[src/design/pps_pkg.sv]
`timescale 1ns / 1ps
// ----------------------------------------------------------------------------
// pps_pkg
// Shared types, widths and helpers for the preemptive priority scheduler.
// ----------------------------------------------------------------------------
package pps_pkg;

    localparam int NUM_PROCS = 8;

    localparam int ID_W    = 8;
    localparam int PRIO_W  = 8;
    localparam int ARR_W   = 16;
    localparam int BURST_W = 16;
    localparam int TIME_W  = 20;

    localparam int SLOT_W = (NUM_PROCS > 1) ? $clog2(NUM_PROCS) : 1;
    localparam int CNT_W  = $clog2(NUM_PROCS + 1);
    // tick never exceeds max arrival plus all bursts
    localparam int TICK_W = ARR_W + $clog2(NUM_PROCS + 1);
    localparam int RES_W  = (TICK_W > TIME_W) ? TICK_W : TIME_W;

    typedef struct packed {
        logic [ID_W-1:0]    id;
        logic [PRIO_W-1:0]  prio;
        logic [ARR_W-1:0]   arrival;
        logic [BURST_W-1:0] burst;
        logic [BURST_W-1:0] remaining;
        logic [TICK_W-1:0]  first_run;
    } proc_rec_t;

    localparam int REC_W = $bits(proc_rec_t);

    typedef struct packed {
        logic clear;
        logic eval;
    } scan_ctrl_t;

    typedef struct packed {
        logic              best_found;
        logic [SLOT_W-1:0] best_slot;
        logic              has_next;
        logic [TICK_W-1:0] next_arrival;
    } scan_stat_t;

    function automatic logic [RES_W-1:0] to_res(input logic [TICK_W-1:0] value);
        to_res = RES_W'(value);
    endfunction

endpackage

[src/design/pps_ram.sv]
`timescale 1ns / 1ps
// ----------------------------------------------------------------------------
// pps_ram
// Generic single-write, single-read RAM with registered read data.
// ----------------------------------------------------------------------------
module pps_ram #(
    parameter int WIDTH = 8,
    parameter int DEPTH = 8
) (
    input  logic                                       aclk,
    input  logic                                       we,
    input  logic [((DEPTH > 1) ? $clog2(DEPTH) : 1)-1:0] waddr,
    input  logic [WIDTH-1:0]                           wdata,
    input  logic [((DEPTH > 1) ? $clog2(DEPTH) : 1)-1:0] raddr,
    output logic [WIDTH-1:0]                           rdata
);

    logic [WIDTH-1:0] mem [DEPTH];

    always_ff @(posedge aclk) begin
        if (we) begin
            mem[waddr] <= wdata;
        end
        rdata <= mem[raddr];
    end

endmodule

[src/design/pps_scan.sv]
`timescale 1ns / 1ps
// ----------------------------------------------------------------------------
// pps_scan
// Shared compare unit: takes one slot per cycle and tracks the best ready
// process and the earliest future arrival.
// ----------------------------------------------------------------------------
module pps_scan
    import pps_pkg::*;
(
    input  logic              aclk,
    input  logic              aresetn,
    input  scan_ctrl_t        ctrl,
    input  proc_rec_t         rec,
    input  logic [SLOT_W-1:0] slot,
    input  logic [TICK_W-1:0] tick,
    output scan_stat_t        stat
);

    logic              best_found_reg, best_found_next;
    logic [SLOT_W-1:0] best_slot_reg, best_slot_next;
    logic [PRIO_W-1:0] best_prio_reg, best_prio_next;
    logic              has_next_reg, has_next_next;
    logic [TICK_W-1:0] nxt_reg, nxt_next;
    logic [TICK_W-1:0] arr_ext;
    logic              live;

    assign arr_ext = TICK_W'(rec.arrival);
    assign live    = (rec.remaining != '0);

    always_comb begin
        best_found_next = best_found_reg;
        best_slot_next  = best_slot_reg;
        best_prio_next  = best_prio_reg;
        has_next_next   = has_next_reg;
        nxt_next        = nxt_reg;
        if (ctrl.clear) begin
            best_found_next = 1'b0;
            has_next_next   = 1'b0;
        end else if (ctrl.eval && live) begin
            if (arr_ext <= tick) begin
                // strict compare keeps the lowest slot on a tie
                if (!best_found_reg || (rec.prio < best_prio_reg)) begin
                    best_found_next = 1'b1;
                    best_slot_next  = slot;
                    best_prio_next  = rec.prio;
                end
            end else begin
                if (!has_next_reg || (arr_ext < nxt_reg)) begin
                    has_next_next = 1'b1;
                    nxt_next      = arr_ext;
                end
            end
        end
    end

    always_ff @(posedge aclk) begin
        if (!aresetn) begin
            best_found_reg <= 1'b0;
            has_next_reg   <= 1'b0;
        end else begin
            best_found_reg <= best_found_next;
            has_next_reg   <= has_next_next;
        end
        best_slot_reg <= best_slot_next;
        best_prio_reg <= best_prio_next;
        nxt_reg       <= nxt_next;
    end

    assign stat.best_found   = best_found_reg;
    assign stat.best_slot    = best_slot_reg;
    assign stat.has_next     = has_next_reg;
    assign stat.next_arrival = nxt_reg;

endmodule

[src/design/preemptive_priority_scheduler.sv]
`timescale 1ns / 1ps
// ----------------------------------------------------------------------------
// preemptive_priority_scheduler
// Loads process records, then runs a preemptive priority schedule and
// emits one word per completed process in completion order.
// ----------------------------------------------------------------------------
// Records are taken one per cycle into a slot RAM until the word marked last;
// s_ready then drops until the final result word has been taken. The schedule
// is event driven: each scheduling step scans all loaded slots through one
// shared compare unit (one RAM read per cycle), then takes a decide state
// and, when a process runs, an execute state that advances time to the next
// arrival or the process's completion. A completion builds the result in
// S_RES1 and S_RES2, then offers it in S_OUT until taken. A set of N records
// needs at most about 2N steps. No clearing pass after reset.
module preemptive_priority_scheduler
    import pps_pkg::*;
(
    input  logic                aclk,
    input  logic                aresetn,

    input  logic                s_valid,
    output logic                s_ready,
    input  logic [ID_W-1:0]     s_process_id,
    input  logic [PRIO_W-1:0]   s_priority_req,
    input  logic [ARR_W-1:0]    s_arrival_time,
    input  logic [BURST_W-1:0]  s_burst_time,
    input  logic                s_last_process,

    output logic                m_valid,
    input  logic                m_ready,
    output logic [ID_W-1:0]     m_done_id,
    output logic [TIME_W-1:0]   m_completion_time,
    output logic [TIME_W-1:0]   m_turnaround_time,
    output logic [TIME_W-1:0]   m_waiting_time,
    output logic [TIME_W-1:0]   m_response_time,
    output logic                m_last_result
);

    typedef enum logic [2:0] {
        S_LOAD,
        S_SCAN,
        S_DECIDE,
        S_EXEC,
        S_RES1,
        S_RES2,
        S_OUT
    } state_t;

    state_t state_reg, state_next;

    logic [CNT_W-1:0]     loaded_reg, loaded_next;
    logic [CNT_W-1:0]     completed_reg, completed_next;
    logic [TICK_W-1:0]    tick_reg, tick_next;
    logic [NUM_PROCS-1:0] started_reg, started_next;
    logic [CNT_W-1:0]     scan_idx_reg, scan_idx_next;
    logic                 rd_pend_reg, rd_pend_next;
    logic [SLOT_W-1:0]    rd_slot_reg, rd_slot_next;
    logic [TICK_W-1:0]    diff_reg, diff_next;

    logic [ARR_W-1:0]     r_arr_reg, r_arr_next;
    logic [BURST_W-1:0]   r_burst_reg, r_burst_next;
    logic [TICK_W-1:0]    r_first_reg, r_first_next;
    logic [RES_W-1:0]     tat_reg, tat_next;

    logic                 m_valid_reg, m_valid_next;
    logic [ID_W-1:0]      m_id_reg, m_id_next;
    logic [TIME_W-1:0]    m_comp_reg, m_comp_next;
    logic [TIME_W-1:0]    m_tat_reg, m_tat_next;
    logic [TIME_W-1:0]    m_wait_reg, m_wait_next;
    logic [TIME_W-1:0]    m_resp_reg, m_resp_next;
    logic                 m_last_reg, m_last_next;

    logic                 s_fire;
    logic                 issue;
    logic                 ram_we;
    logic [SLOT_W-1:0]    ram_waddr;
    logic [SLOT_W-1:0]    ram_raddr;
    proc_rec_t            ram_wrec;
    proc_rec_t            ram_rrec;
    logic [REC_W-1:0]     ram_wdata;
    logic [REC_W-1:0]     ram_rdata;
    proc_rec_t            load_rec;
    proc_rec_t            exec_rec;
    logic [BURST_W-1:0]   rem_new;
    logic [TICK_W-1:0]    first_sel;
    scan_ctrl_t           scan_ctrl;
    scan_stat_t           scan_stat;
    logic                 start_scan;
    logic [RES_W-1:0]     res_comp;
    logic [RES_W-1:0]     res_tat;
    logic [RES_W-1:0]     res_resp;
    logic [RES_W-1:0]     res_wait;

    assign s_ready = (state_reg == S_LOAD);
    assign s_fire  = s_valid && s_ready;
    assign issue   = (state_reg == S_SCAN) && (scan_idx_reg != loaded_reg);

    assign ram_rrec = proc_rec_t'(ram_rdata);

    always_comb begin
        load_rec           = '0;
        load_rec.id        = s_process_id;
        load_rec.prio      = s_priority_req;
        load_rec.arrival   = s_arrival_time;
        load_rec.burst     = (s_burst_time == '0) ? BURST_W'(1) : s_burst_time;
        load_rec.remaining = load_rec.burst;
    end

    // execute step: run best to next arrival or to completion
    always_comb begin
        first_sel = started_reg[scan_stat.best_slot] ? ram_rrec.first_run : tick_reg;
        if (scan_stat.has_next && (diff_reg < TICK_W'(ram_rrec.remaining))) begin
            rem_new = ram_rrec.remaining - diff_reg[BURST_W-1:0];
        end else begin
            rem_new = '0;
        end
        exec_rec           = ram_rrec;
        exec_rec.remaining = rem_new;
        exec_rec.first_run = first_sel;
    end

    always_comb begin
        if (state_reg == S_EXEC) begin
            ram_we    = 1'b1;
            ram_waddr = scan_stat.best_slot;
            ram_wrec  = exec_rec;
        end else begin
            ram_we    = s_fire && (loaded_reg != CNT_W'(NUM_PROCS));
            ram_waddr = loaded_reg[SLOT_W-1:0];
            ram_wrec  = load_rec;
        end
        ram_raddr = (state_reg == S_SCAN) ? scan_idx_reg[SLOT_W-1:0] : scan_stat.best_slot;
    end

    assign ram_wdata = REC_W'(ram_wrec);

    assign res_comp = to_res(tick_reg);
    assign res_tat  = res_comp - RES_W'(r_arr_reg);
    assign res_resp = to_res(r_first_reg) - RES_W'(r_arr_reg);
    assign res_wait = tat_reg - RES_W'(r_burst_reg);

    always_comb begin
        state_next     = state_reg;
        loaded_next    = loaded_reg;
        completed_next = completed_reg;
        tick_next      = tick_reg;
        started_next   = started_reg;
        scan_idx_next  = scan_idx_reg;
        rd_pend_next   = issue;
        rd_slot_next   = scan_idx_reg[SLOT_W-1:0];
        diff_next      = diff_reg;
        r_arr_next     = r_arr_reg;
        r_burst_next   = r_burst_reg;
        r_first_next   = r_first_reg;
        tat_next       = tat_reg;
        m_valid_next   = m_valid_reg;
        m_id_next      = m_id_reg;
        m_comp_next    = m_comp_reg;
        m_tat_next     = m_tat_reg;
        m_wait_next    = m_wait_reg;
        m_resp_next    = m_resp_reg;
        m_last_next    = m_last_reg;
        start_scan     = 1'b0;

        case (state_reg)
            S_LOAD: begin
                if (s_fire) begin
                    if (loaded_reg != CNT_W'(NUM_PROCS)) begin
                        loaded_next = loaded_reg + CNT_W'(1);
                    end
                    if (s_last_process) begin
                        start_scan = 1'b1;
                        state_next = S_SCAN;
                    end
                end
            end
            S_SCAN: begin
                if (issue) begin
                    scan_idx_next = scan_idx_reg + CNT_W'(1);
                end else if (!rd_pend_reg) begin
                    state_next = S_DECIDE;
                end
            end
            S_DECIDE: begin
                diff_next = scan_stat.next_arrival - tick_reg;
                if (scan_stat.best_found) begin
                    state_next = S_EXEC;
                end else begin
                    tick_next  = scan_stat.next_arrival;
                    start_scan = 1'b1;
                    state_next = S_SCAN;
                end
            end
            S_EXEC: begin
                started_next[scan_stat.best_slot] = 1'b1;
                if (rem_new != '0) begin
                    tick_next  = scan_stat.next_arrival;
                    start_scan = 1'b1;
                    state_next = S_SCAN;
                end else begin
                    tick_next      = tick_reg + TICK_W'(ram_rrec.remaining);
                    completed_next = completed_reg + CNT_W'(1);
                    m_id_next      = ram_rrec.id;
                    r_arr_next     = ram_rrec.arrival;
                    r_burst_next   = ram_rrec.burst;
                    r_first_next   = first_sel;
                    state_next     = S_RES1;
                end
            end
            S_RES1: begin
                tat_next    = res_tat;
                m_comp_next = res_comp[TIME_W-1:0];
                m_tat_next  = res_tat[TIME_W-1:0];
                m_resp_next = res_resp[TIME_W-1:0];
                m_last_next = (completed_reg == loaded_reg);
                state_next  = S_RES2;
            end
            S_RES2: begin
                m_wait_next  = res_wait[TIME_W-1:0];
                m_valid_next = 1'b1;
                state_next   = S_OUT;
            end
            S_OUT: begin
                if (m_ready) begin
                    m_valid_next = 1'b0;
                    if (completed_reg == loaded_reg) begin
                        loaded_next    = '0;
                        completed_next = '0;
                        tick_next      = '0;
                        started_next   = '0;
                        state_next     = S_LOAD;
                    end else begin
                        start_scan = 1'b1;
                        state_next = S_SCAN;
                    end
                end
            end
            default: begin
                state_next = S_LOAD;
            end
        endcase

        if (start_scan) begin
            scan_idx_next = '0;
        end
    end

    assign scan_ctrl.clear = start_scan;
    assign scan_ctrl.eval  = (state_reg == S_SCAN) && rd_pend_reg;

    always_ff @(posedge aclk) begin
        if (!aresetn) begin
            state_reg     <= S_LOAD;
            loaded_reg    <= '0;
            completed_reg <= '0;
            tick_reg      <= '0;
            started_reg   <= '0;
            scan_idx_reg  <= '0;
            rd_pend_reg   <= 1'b0;
            m_valid_reg   <= 1'b0;
        end else begin
            state_reg     <= state_next;
            loaded_reg    <= loaded_next;
            completed_reg <= completed_next;
            tick_reg      <= tick_next;
            started_reg   <= started_next;
            scan_idx_reg  <= scan_idx_next;
            rd_pend_reg   <= rd_pend_next;
            m_valid_reg   <= m_valid_next;
        end
        rd_slot_reg <= rd_slot_next;
        diff_reg    <= diff_next;
        r_arr_reg   <= r_arr_next;
        r_burst_reg <= r_burst_next;
        r_first_reg <= r_first_next;
        tat_reg     <= tat_next;
        m_id_reg    <= m_id_next;
        m_comp_reg  <= m_comp_next;
        m_tat_reg   <= m_tat_next;
        m_wait_reg  <= m_wait_next;
        m_resp_reg  <= m_resp_next;
        m_last_reg  <= m_last_next;
    end

    pps_ram #(
        .WIDTH (REC_W),
        .DEPTH (NUM_PROCS)
    ) u_slot_ram (
        .aclk  (aclk),
        .we    (ram_we),
        .waddr (ram_waddr),
        .wdata (ram_wdata),
        .raddr (ram_raddr),
        .rdata (ram_rdata)
    );

    pps_scan u_scan (
        .aclk    (aclk),
        .aresetn (aresetn),
        .ctrl    (scan_ctrl),
        .rec     (ram_rrec),
        .slot    (rd_slot_reg),
        .tick    (tick_reg),
        .stat    (scan_stat)
    );

    assign m_valid           = m_valid_reg;
    assign m_done_id         = m_id_reg;
    assign m_completion_time = m_comp_reg;
    assign m_turnaround_time = m_tat_reg;
    assign m_waiting_time    = m_wait_reg;
    assign m_response_time   = m_resp_reg;
    assign m_last_result     = m_last_reg;

`ifndef SYNTH
    a_valid_in_out: assert property (@(posedge aclk) disable iff (!aresetn)
        m_valid_reg |-> (state_reg == S_OUT))
        else $error("result word valid outside output state");

    a_completed_bound: assert property (@(posedge aclk) disable iff (!aresetn)
        completed_reg <= loaded_reg)
        else $error("more completions than loaded processes");

    a_loaded_bound: assert property (@(posedge aclk) disable iff (!aresetn)
        loaded_reg <= CNT_W'(NUM_PROCS))
        else $error("slot count beyond table depth");

    a_exec_has_best: assert property (@(posedge aclk) disable iff (!aresetn)
        (state_reg == S_EXEC) |-> scan_stat.best_found)
        else $error("execute step without a selected process");

    a_idle_has_next: assert property (@(posedge aclk) disable iff (!aresetn)
        ((state_reg == S_DECIDE) && !scan_stat.best_found) |-> scan_stat.has_next)
        else $error("idle step with no future arrival");
`endif

endmodule

[config.mk]
export PLATFORM = sky130hd
export DESIGN_NAME = preemptive_priority_scheduler
export DESIGN_NICKNAME = d
export VERILOG_FILES = /design/src/design/pps_pkg.sv /design/src/design/pps_ram.sv /design/src/design/pps_scan.sv /design/src/design/preemptive_priority_scheduler.sv
export SDC_FILE = /design/constraint.sdc
export NUM_CORES = 1
export LEC_CHECK = 0
export ABC_AREA = 1
export BUFFER_PORTS_ARGS = -buffer_cell sky130_fd_sc_hd__buf_2
export CORE_AREA = 10 10 340 342
export CTS_CLUSTER_SIZE = 20
export DETAILED_ROUTE_END_ITERATION = 7
export DIE_AREA = 0 0 350 352
export PLACE_DENSITY_LB_ADDON = 0.3
export REMOVE_ABC_BUFFERS = 1
export SLEW_MARGIN = 10
export SYNTH_ARGS = -nofsm -noshare
export SYNTH_HDL_FRONTEND = slang
export SYNTH_SLANG_ARGS = --single-unit
[constraint.sdc]
create_clock -name aclk -period 6.2 [get_ports aclk]
set_input_delay 1.24 -clock aclk [delete_from_list [all_inputs] [get_ports aclk]]
set_output_delay 1.24 -clock aclk [all_outputs]
set_load 0.02 [all_outputs]
==> impl_metrics.csv <==
group,metric,value,unit
cells_and_area,drive_above_1_share,10.14,%
drt,drt_wl_total,114.4,mm
setup_path,crit_required,6.55,ns
setup_path,crit_fanout,38,
clock_tree,postCtsHoldBufs,0,
drt,drcViolationCount,0,
floorplanning,io_pins,144,
placement,port_buffers,143,
synthesis,ys_types,58,
drt,firstDrtPassIters,5,
clock_tree,path_clk_slew,0.06,ns
clock_tree,ctsResizeCount,0,
sta,worst_clock_skew,0.05712,ns
synthesis,synth_xor_xnor_area_share,2.127,%
floorplanning,num_rows,121,
power,power.density,423.8,mW/mm^2
drt,via_count,28710,
setup_path,path_cells,"inv_1, ha_1, inv_1, fa_1, nand2_1, nand3_1, nand2_1, nand3_1, nand2_1, nor2_1, nor2_1, nand2_2, nor2_8, nand2_8, nor2_8, buf_4",
sta,rsz0062_at_grt,"false",
drt,wl_per_cell,21.13,um
clock_tree,post_cts_buffers,0,
sta,max_freq,0.2480,GHz
sta,tightest_slew,1.225,ns
floorplanning,die-width,350,um
synthesis,synth-edff-count,860,
synthesis,synth_area_per_cell,11.41,um^2
floorplanning,die_h,352,um
clock_tree,htree_levels,3,
sta,drv_slew,0,
synthesis,synth_area,0.04323,mm^2
cells_and_area,largest-register,"u_slot_ram.mem",
synthesis,yosys.area_share.adder,4.706,%
clock_tree,max-clock-path-buffers,3,
synthesis,synth_warnings,0,
setup_path,critPathArrivalTime,4.39,ns
sta,hold_viol,0,
synthesis,synthSimpleGateAreaFrac,11.15,%
sta,finalCritPeriodShare,65.05,%
synthesis,yosysSeqAreaShare,65.94,%
floorplanning,core,0.1086,mm^2
min_path,worst_hold_path_type,"reg2reg",
setup_path,setup.worst_path.end_class,"flop",
job,maxCapViolCount,0,
synthesis,synthMuxAreaShare,0,%
cells_and_area,final_util,45.04,%
global_route,grt_max_degree,169,
cells_and_area,largestRegisters,"u_slot_ram.mem: 672 flops, u_slot_ram.rdata: 84 flops",
cells_and_area,fillerInstances,9774,
drt,via_per_inst,5.304,
run_status,outcome,"finished, final reports clean",
sta,period_minus_slack,4.033,ns
global_route,grt_pass1_wl,171.3,mm
placement,gp_congestion,0.8730,
placement,hpwl,70.20,mm
synthesis,yosys_most_used_dff,"edfxtp_1",
setup_path,critical_path_buf_inv_count,3,
setup_path,critPathLaunchType,"flop",
floorplanning,start_util,39.83,%
sta,setup_tns,0,ns
sta,setup-violations-final,0,
power,total_power,0.02072,W
clock_tree,cts.sinks,994,
cells_and_area,syn2layout_area_growth,13.09,%
synthesis,synth_top_family_by_area,"compound AO/OA/AOI/OAI gates",
drt,drt.antenna.violating_nets,0,
global_route,overflow,0,
setup_path,cpPeakStageDelay,0.69,ns
power,p_leak,18.41,nW
synthesis,synthArstFlopShare,0,%
cells_and_area,largest_reg_flops,672,
global_route,antenna_found_initial,7,
clock_tree,cts_tree,"yes",
synthesis,synth_cells,3788,
clock_tree,clk_latency,0.73,ns
drt,drtIter0Drc,2612,
setup_path,crit_type,"reg2reg",
cells_and_area,fin_nets,4118,
setup_path,crit_top_cell,"nand2_1",
power,peakVddDrop,262.0,uV
synthesis,synth_compound_area_share,11.86,%
setup_path,slowest_stage,"nor2_8",
global_route,grt_pass1_vias,27330,
global_route,gr-usage-all-layers,17.99,%
floorplanning,die_area,0.1232,mm^2
synthesis,synth_seq_cells,994,
sta,relSlewSlack,18.31,%
clock_tree,cts_root_buffer,"clkbuf_16",
setup_path,cp_top_family,"simple AND/OR/NAND/NOR gates",
clock_tree,cts_made_buffers,102,
## where the power goes
part           internal [W]  total, W  switching [W]
Combinational       0.00167   0.00543        0.00376
Clock               0.00348   0.00613        0.00266
Sequential          0.00853   0.00915       0.000618
Total                0.0137    0.0207        0.00703
## kinds of logic (layout without fill, tap and decap cells)
kind of cell / count (synthesis) / after routing
buf+inv: 467 / 675
simple gates: 1167 / 1167
fa+ha+maj: 159 / 159
flops: 994 / 994
xor+xnor: 105 / 105
compound gates: 896 / 896
other cells: 0 / 4
## cells in the mapped netlist (all sizes together), types with 6 or more instances
cell	count	area, um^2
xor2	68	595.6
dfxtp	134	2683
clkbuf	124	465.5
nor3	22	120.1
nor2	540	2095
a21boi	9	67.57
fa	6	120.1
o21ai	428	2153
buf	41	221.5
o22ai	85	531.8
o31ai	6	45.04
a31oi	97	606.8
ha	153	1914
a21oi	150	799.5
xnor2	37	324.1
nand4	36	240.2
inv	300	1126
a21o	10	75.07
nand2	489	1883
o21bai	92	690.7
nor4	9	71.32
nand3	58	325.3
edfxtp	860	25820
## cell type report
type / count / area, um^2 / share of cell area, %
antenna: 4 / 10.01 / 0.02047
clock buffer: 132 / 2726 / 5.576
clock inverter: 62 / 645.6 / 1.321
inverter: 302 / 1149 / 2.349
multi-input combinational: 2327 / 13010 / 26.61
sequential: 994 / 28510 / 58.31
tap: 1414 / 1769 / 3.619
timing repair buffer: 179 / 1074 / 2.196
## routing by layer
| layer | part of all wire (%) | vias to the layer above | global-route usage (%) | wire length [um] |
|---|---|---|---|---|
| li1 | - | 13620 | - | - |
| met1 | 46 | 14140 | 25.13 | 52130 |
| met2 | 47 | 814 | 28.93 | 53310 |
| met3 | 5.8 | 141 | 2.716 | 6665 |
| met4 | 2.0 | 2 | 4.908 | 2304 |
| met5 | 0.011 | - | 0 | 13 |
## stage by stage
stage	hold slack [ns]	area, um^2	setup WS, ns	cells
floorplan	0.3785	42540	-16.30	3623
global placement	0.3900	45510	2.162	5216
detailed placement	0.3906	45510	2.149	5216
CTS	0.4035	48880	2.103	5410
global route	0.4172	48880	1.891	5410
finish	0.4030	48890	2.167	5414
## cells in the final DEF (no fill, tap or decap), types with 5 or more instances in the layout
master / instances
nand3_1: 54
buf_4: 29
nand2_2: 6
dfxtp_1: 134
a21oi_1: 137
edfxtp_1: 860
nor4_1: 8
a21oi_2: 12
o21ai_1: 16
buf_12: 7
a21o_1: 10
inv_2: 5
xnor2_1: 37
inv_1: 292
clkinv_1: 14
a21boi_1: 5
nor2_1: 520
nand4_1: 35
o31ai_1: 6
buf_2: 143
nor2_4: 11
nor3_1: 19
clkinv_2: 23
o21ai_0: 407
o21bai_1: 92
xor2_1: 68
bufinv_16: 8
a31oi_1: 97
inv_6: 5
nand2_1: 481
fa_1: 6
clkbuf_16: 103
clkbuf_1: 25
ha_1: 153
o22ai_1: 85
clkinvlp_4: 5
nor2_2: 7
## worst register-to-register path, stage by stage, from the launching register on
cell	delay (ns)
dfxtp_1	0.33
inv_1	0.15
ha_1	0.19
inv_1	0.09
fa_1	0.47
nand2_1	0.10
nand3_1	0.11
nand2_1	0.13
nand3_1	0.08
nand2_1	0.07
nor2_1	0.05
nor2_1	0.13
nand2_2	0.10
nor2_8	0.24
nand2_8	0.18
nor2_8	0.70
buf_4	0.51
## final timing paths
check | start | to | slack (ns) | depth (start not counted)
min reg2reg | rd_slot_reg[0] | u_scan.best_slot_reg[0] | 0.40 | 0
min | rd_slot_reg[0] | u_scan.best_slot_reg[0] | 0.40 | 0
max | u_slot_ram.rdata[20] | r_arr_reg[8] | 2.17 | 16
max reg2reg | u_slot_ram.rdata[20] | r_arr_reg[8] | 2.17 | 16
Power figures use the tool's default switching activity.
